## src/rtl/core/zbuf_pkg.sv

```systemverilog
// Shared types and constants for the depth-tested color buffer.
`timescale 1ns / 1ps
package zbuf_pkg;

  // Store geometry and field widths
  localparam int MAX_PIXELS = 65536;
  localparam int ADDR_BITS  = $clog2(MAX_PIXELS);
  localparam int DEPTH_BITS = 24;
  localparam int COLOR_BITS = 32;
  localparam int POS_BITS   = 12;
  localparam int REG_BITS   = 9;
  // Signed linear index: y * width + x needs POS_BITS + REG_BITS bits
  localparam int IDX_BITS   = POS_BITS + REG_BITS;
  // Pixel count width * height
  localparam int LIMIT_BITS = 2 * REG_BITS;

  localparam logic [DEPTH_BITS-1:0] DEPTH_FAR = {DEPTH_BITS{1'b1}};

  // Register indexes on the configuration port
  localparam logic REG_FRAME_WIDTH  = 1'b0;
  localparam logic REG_FRAME_HEIGHT = 1'b1;

  localparam logic [REG_BITS-1:0] FRAME_RESET = REG_BITS'(256);

  // Request kinds; code 3 is unused
  typedef enum logic [1:0] {
    KIND_WRITE = 2'd0,
    KIND_CLEAR = 2'd1,
    KIND_READ  = 2'd2
  } kind_t;

  // Commands from the controller to the datapath
  typedef struct packed {
    logic capture;     // latch the request fields
    logic index;       // compute the linear index
    logic fetch;       // range check and memory read
    logic resolve;     // depth test, store, load result
    logic sweep;       // write one cleared entry, advance sweep address
    logic clear_done;  // load the result of a clear
  } ctrl_cmd_t;

endpackage

```

## src/rtl/core/zbuf_ctrl.sv

```systemverilog
// Controller state machine sequencing requests, clears and the reset sweep.
`timescale 1ns / 1ps
module zbuf_ctrl (
  input  logic               clk,
  input  logic               rst,
  input  logic               start,
  input  logic [1:0]         kind,
  input  logic               sweep_last,
  output zbuf_pkg::ctrl_cmd_t cmd,
  output logic               busy,
  output logic               done
);
  import zbuf_pkg::*;

  typedef enum logic [2:0] {
    ST_INIT,
    ST_IDLE,
    ST_INDEX,
    ST_FETCH,
    ST_RESOLVE,
    ST_CLEAR
  } state_t;

  state_t state;
  state_t state_next;
  logic   done_next;

  assign busy = (state != ST_IDLE);

  // Decode commands and next state
  always_comb begin
    cmd        = '0;
    state_next = state;
    done_next  = 1'b0;
    case (state)
      ST_INIT: begin
        cmd.sweep = 1'b1;
        if (sweep_last) begin
          state_next = ST_IDLE;
        end
      end
      ST_IDLE: begin
        if (start) begin
          cmd.capture = 1'b1;
          if (kind == KIND_CLEAR) begin
            state_next = ST_CLEAR;
          end else begin
            state_next = ST_INDEX;
          end
        end
      end
      ST_INDEX: begin
        cmd.index  = 1'b1;
        state_next = ST_FETCH;
      end
      ST_FETCH: begin
        cmd.fetch  = 1'b1;
        state_next = ST_RESOLVE;
      end
      ST_RESOLVE: begin
        cmd.resolve = 1'b1;
        done_next   = 1'b1;
        state_next  = ST_IDLE;
      end
      ST_CLEAR: begin
        cmd.sweep = 1'b1;
        if (sweep_last) begin
          cmd.clear_done = 1'b1;
          done_next      = 1'b1;
          state_next     = ST_IDLE;
        end
      end
      default: begin
        state_next = ST_IDLE;
      end
    endcase
  end

  // Hold state and the result strobe
  always_ff @(posedge clk) begin
    if (rst) begin
      state <= ST_INIT;
      done  <= 1'b0;
    end else begin
      state <= state_next;
      done  <= done_next;
    end
  end

  // A result appears only once the block is back to idle
  a_done_idle: assert property (@(posedge clk) disable iff (rst) done |-> !busy)
    else $error("result strobe while busy");

  // An accepted request always makes the block busy
  a_accept_busy: assert property (@(posedge clk) disable iff (rst)
    (start && !busy) |=> busy)
    else $error("accepted request did not start work");

  // One request yields one result, never two in a row
  a_single_done: assert property (@(posedge clk) disable iff (rst) done |=> !done)
    else $error("result strobe repeated");

  // The datapath sees one command at a time, apart from clear_done, which comes with sweep
  a_one_cmd: assert property (@(posedge clk) disable iff (rst)
    $onehot0({cmd.capture, cmd.index, cmd.fetch, cmd.resolve, cmd.sweep}))
    else $error("conflicting datapath commands");

endmodule

```

## config.mk

```make
export PLATFORM = sky130hd
export DESIGN_NAME = zbuf_ctrl
export DESIGN_NICKNAME = d
export VERILOG_FILES = /design/src/rtl/core/zbuf_pkg.sv /design/src/rtl/core/zbuf_ctrl.sv
export SDC_FILE = /design/constraint.sdc
export NUM_CORES = 1
export LEC_CHECK = 0
export BUFFER_PORTS_ARGS = -buffer_cell sky130_fd_sc_hd__buf_2
export CORE_AREA = 2 2 39 41
export CTS_BUF_LIST = sky130_fd_sc_hd__clkbuf_8
export CTS_CLUSTER_DIAMETER = 150
export DETAILED_ROUTE_END_ITERATION = 12
export DIE_AREA = 0 0 41 43
export PLACE_DENSITY = 0.4
export SLEW_MARGIN = 40
export SYNTH_ARGS = -nofsm -noshare
export SYNTH_HDL_FRONTEND = slang
export SYNTH_SLANG_ARGS = --single-unit
```

## constraint.sdc

```tcl
create_clock -name clk -period 2.2 [get_ports clk]
set_input_delay 0.44 -clock clk [delete_from_list [all_inputs] [get_ports clk]]
set_output_delay 0.44 -clock clk [all_outputs]
set_load 0.05 [all_outputs]
```

==> impl_metrics.yaml, run 1 <==
run_status:
  run_status: "complete, no violations"
floorplanning:
  initial_core_util_pct: 20.43
  num_rows: 14
  die_width_um: 41
  die_h_um: 43
  dieArea_um2: 1763
  io_pins: 14
  placeableCoreArea_um2: 1384
placed_design:
  dp_slack_ps: 627.1
  io_buffers: 13
  gp_congestion: 0.6959
  dp.cells: 56
  hpwl_um: 453.7
grt:
  gr-total-overflow: 0
  grt_pass1_vias: 223
  grt.total_usage_pct: 8.024
  grt_max_degree: 11
  grt_pass1_wl_um: 910
  antenna_found_initial: 0
clock_network:
  postCtsHoldBufs: 0
  clkLatencyLatePin_ps: 210
  cts_tree: "yes"
  clockRootBuffer: "clkbuf_8"
  cts_made_buffers: 3
  h-tree-depth: 1
  post_cts_buffers: 0
  clockBufferDepth: 2
  cts-resized-gates: 0
  cts.sinks: 4
  clk_pin_slew_ps: 30
cells_and_area:
  final_cells: 59
  nets: 51
  fill_cells: 148
  drive_gt1_share_pct: 44.19
  antenna_cells: 0
  syn_to_final_growth_pct: 34.07
power:
  vdd_ir_drop_max_uv: 435.0
  intPower_mw: 0.2186
  p_comb_share_pct: 23.6
  leakagePower_nw: 0.1979
  power_density_nw_per_um2: 818.6
  p_sw_share_pct: 29.55
  totalPowerFinal_mw: 0.3103
  clkPwrFrac_pct: 48.4
  pwr-share-seq_pct: 27.9
  p_switching_mw: 0.09171
yosys:
  async_reset_ff_share_pct: 0
  yosys.area.top_type: "dfxtp_1"
  synth_area_leaders: "dfxtp_1 28%, buf_6 8.0%, o21ba_1 7.1%, nor3b_1 5.3%, nand2b_4 4.9%"
  synth_edf_count: 0
  syn_nets: 36
  synth_area_um2: 282.8
  syn_inst: 30
  yosys_warnings: 0
  ys_seq_area_share_pct: 28.32
  synth_top_flop_cell: "dfxtp_1"
  yosysTopAreaCellShare_pct: 28.32
  synth.ff_latch_count: 4
  avgSynthCellArea_um2: 9.426
  synth_commonest_cells: "4 x dfxtp_1, 3 x nor2_1"
  yosysMostFrequentCell: "dfxtp_1"
  synth_cell_types: 21
detailed_routing:
  drt-initial-drc-count: 3
  via_count: 249
  detail_route.first_pass.iterations: 2
  ant_nets: 0
  wl_um: 584
  viasPerCell: 4.220
  wl_per_cell_um: 9.898
  drc: 0
worst_setup_path:
  critical-path-max-stage-delay_ps: 490
  worstSetupPathType: "register to output pin"
  cp.required_ps: 1760
  setup.worst_path.end_class: "output pin"
  cpMaxStageDelayCell: "dfxtp_1"
  worst-path-buf-inv: 1
  crit_path_start_kind: "register"
  path_delay_family: "flip-flops"
  worstPathArrival_ps: 1370
  crit_fanout: 10
  crit_path_cell_trace: "nor2b_4 -> and3_4 -> buf_2"
sta:
  finalClockSkew_ps: 0.6406
  max-slew-margin-rel_pct: 77.22
  slew_viol_final: 0
  tightest_slew_ps: 341.2
  layout_setup_ws_ps: 391.6
  finalCritPeriodShare_pct: 82.20
  setup_tns_ps: 0
  fin_crit_ps: 1808
  setup_viol: 0
  finalHoldViolCount: 0
  rsz0062_at_grt: "false"
  fmax_mhz: 553.0
job:
  cap_violations: 0
hold_path:
  hp-class: "input pin to register"
## placed cells by master (no fill, tap or decap)
| cell | instances |
|---|---|
| nand2b_4 | 1 |
| dfxtp_1 | 4 |
| and3b_1 | 1 |
| inv_1 | 1 |
| nand2b_1 | 1 |
| clkbuf_8 | 3 |
| o21ai_0 | 1 |
| nor3_1 | 2 |
| o21ba_1 | 2 |
| nor2b_1 | 1 |
| a31oi_1 | 1 |
| nor2_1 | 3 |
| nor4bb_1 | 1 |
| nor2b_4 | 1 |
| nor3b_1 | 2 |
| and3_4 | 1 |
| a311oi_1 | 1 |
| o21a_1 | 1 |
| and2_0 | 1 |
| xor2_1 | 1 |
| buf_2 | 13 |
## path summary, 6_finish.rpt
kind	start	slack, ps	cells after the start	end
min	rst	440	2	state[1]
min reg2reg	state[0]	600	1	state[2]
max reg2reg	state[0]	1110	3	done
max	state[0]	390	3	cmd[0]
## layer usage
layer / share of wire [%] / routed length (um) / track usage, % / up-vias
met5: 0 / 0 / 0 / -
met3: 9.1 / 53 / 6.283 / 0
met4: 0 / 0 / 4.000 / 0
met1: 46 / 266 / 8.974 / 108
li1: - / - / - / 129
met2: 45 / 264 / 10.63 / 12
## power groups by stage
stage	Clock [mW]	Sequential, mW	Combinational, mW
floorplan	0	0.0805	0.0688
global placement	0	0.0874	0.0743
detailed placement	0	0.0874	0.0739
CTS	0.156	0.0864	0.0742
global route	0.163	0.0881	0.0780
finish	0.150	0.0867	0.0734
## sequential cells by signal (all words and copies together) (netlist names)
register and flops:
done 1, state 3
## area by class of cell
cell class	count	area [um2]	area share (%)
timing repair buffer	13	65.06	17.16
clock buffer	3	41.29	10.89
multi-input combinational	22	168.9	44.55
tap	16	20.02	5.281
sequential	4	80.08	21.12
inverter	1	3.754	0.9901
## per-stage QoR
step	instance area, um2	util, %	hold slack [ps]
after floorplan	282.8	-	515.7
after global placement	337.8	24.41	596.4
after detailed placement	337.8	24.41	592.5
after CTS	379.1	27.40	441.6
after global routing	379.1	27.40	444.2
final	379.1	27.40	440.1
## cells by family after synthesis
| logic type | synth area share (%) |
|---|---|
| XOR/XNOR | 3.098 |
| AND/OR/NAND/NOR | 39.82 |
| flip-flops | 28.32 |
| AO/OA/AOI/OAI | 16.82 |
| buffers and inverters | 11.95 |
Power figures use the tool's default switching activity.
==> run 2, diff against run 1 <==
--- a/config.mk
+++ b/config.mk
@@ -11,7 +11,7 @@
 export CTS_CLUSTER_DIAMETER = 150
 export DETAILED_ROUTE_END_ITERATION = 12
 export DIE_AREA = 0 0 41 43
-export PLACE_DENSITY = 0.4
+export PLACE_DENSITY = 0.42
 export SLEW_MARGIN = 40
 export SYNTH_ARGS = -nofsm -noshare
 export SYNTH_HDL_FRONTEND = slang
==> constraint.sdc (replaced) <==
create_clock -name clk -period 1.5 [get_ports clk]
set_input_delay 0.3 -clock clk [delete_from_list [all_inputs] [get_ports clk]]
set_output_delay 0.3 -clock clk [all_outputs]
set_load 0.05 [all_outputs]
==> impl_metrics.yaml, run 2 (synthesized netlist as in run 1, its figures left out) <==
run_status:
  run_status: "complete, no violations"
clock_network:
  clkLatencyLatePin_ps: 210
  h-tree-depth: 1
  post_cts_buffers: 0
  clockBufferDepth: 2
  clockRootBuffer: "clkbuf_8"
  cts_tree: "yes"
  clk_pin_slew_ps: 30
  cts.sinks: 4
  cts_made_buffers: 3
detailed_routing:
  wl_per_cell_um: 9.767
  viasPerCell: 4.317
  via_count: 259
  drt-initial-drc-count: 0
  drc: 0
  wl_um: 586
  ant_nets: 0
  detail_route.first_pass.iterations: 1
placed_design:
  gp_congestion: 0.6496
  dp.cells: 57
  hpwl_um: 468
  io_buffers: 13
worst_setup_path:
  crit_fanout: 9
  crit_path_start_kind: "register"
  cp.required_ps: 1200
  worstPathArrival_ps: 1140
  setup.worst_path.end_class: "output pin"
  worstSetupPathType: "register to output pin"
sta:
  finalCritPeriodShare_pct: 96.25
  rsz0062_at_grt: "false"
  tightest_slew_ps: 248.6
  finalClockSkew_ps: 0.5732
  finalHoldViolCount: 0
  slew_viol_final: 0
  setup_viol: 0
  fmax_mhz: 692.7
  fin_crit_ps: 1444
  timing.hold.ws_ps: 288.0
  max-slew-margin-rel_pct: 83.32
hold_path:
  hp-class: "input pin to register"
power:
  power_density_nw_per_um2: 1136
  totalPowerFinal_mw: 0.4705
  leakagePower_nw: 0.2108
  vdd_ir_drop_max_uv: 288.7
cells_and_area:
  largestRegisters: "state (3), done (1)"
  final_common_cell: "buf_2"
  antenna_cells: 0
  syn_to_final_growth_pct: 46.46
  drive_gt1_share_pct: 59.09
  nets: 52
  largest_reg_flops: 3
  final_cells: 60
  final_core_util_pct: 29.93
  top_register: "state"
  final_cell_mix: "9 x buf_2, 3 x clkbuf_8, 3 x buf_4"
  fill_cells: 142
floorplanning:
  dieArea_um2: 1763
  placeableCoreArea_um2: 1384
  num_rows: 14
  die_h_um: 43
  io_pins: 14
  die_width_um: 41
  initial_core_util_pct: 20.43
grt:
  grt_pass1_vias: 250
  grt_max_degree: 11
  grt_pass1_wl_um: 897
  gr-total-overflow: 0
  grt.total_usage_pct: 7.831
  antenna_found_initial: 0
job:
  cap_violations: 0
==> run 2: cell count changes in the layout (fill, tap and decap cells not counted), sizes merged <==
cell and delta:
clkbuf +2, buf -1
==> run 2: critical path, cell delays in order (launching register included) <==
cell and delay [ps]:
dfxtp_1 300, buf_4 160, xor2_1 170, nor2_2 80
clkbuf_4 220
==> run 2: area by class of cell <==
class	instances	area [um2]	share of cell area, %
Clock buffer	3	41.29	9.970
Inverter	1	3.754	0.9063
Multi-Input combinational cell	22	183.9	44.41
Sequential cell	4	82.58	19.94
Tap cell	16	20.02	4.834
Timing Repair Buffer	14	82.58	19.94
==> run 2: final timing paths <==
| path | slack [ps] | to | depth (start not counted) | from |
|---|---|---|---|---|
| setup reg to reg | 470 | state[0] | 4 | state[0] |
| setup / recovery | 60 | cmd[1] | 4 | state[0] |
| hold / removal | 290 | state[1] | 2 | rst |
| hold reg to reg | 530 | state[1] | 1 | state[2] |
==> run 2: stage by stage <==
step | TNS [ps] | cell area, um2 | setup slack [ps]
after floorplan | -250.9 | 297.8 | -250.9
after global placement | 0 | 360.3 | 131.6
after detailed placement | 0 | 360.3 | 142.1
after CTS | 0 | 406.6 | 3.208
after global routing | 0 | 414.1 | 9.234
final | 0 | 414.1 | 56.29
==> run 2: timing repair <==
item / in CTS / in global routing
hold buffers: 0 / 0
setup endpoints to repair: 6 / 3
resized for setup: 3 / 4
cloned: 0 / 0
==> run 2: power by group <==
part / total (mW) / leakage [nW] / switching (mW) / internal (mW)
clock network: 0.222 / 0.0216 / 0.0516 / 0.171
logic: 0.126 / 0.156 / 0.0799 / 0.0458
registers: 0.123 / 0.0336 / 0.00876 / 0.114
==> run 2: metal layers <==
metal | share of wire, % | wire, um | vias to the layer above | track usage, %
li1 | - | - | 133 | -
met1 | 43 | 251 | 118 | 6.109
met5 | 0 | 0 | - | 0
met4 | 0 | 0 | 0 | 8.000
met2 | 51 | 299 | 8 | 12.81
met3 | 6.0 | 35 | 0 | 3.141
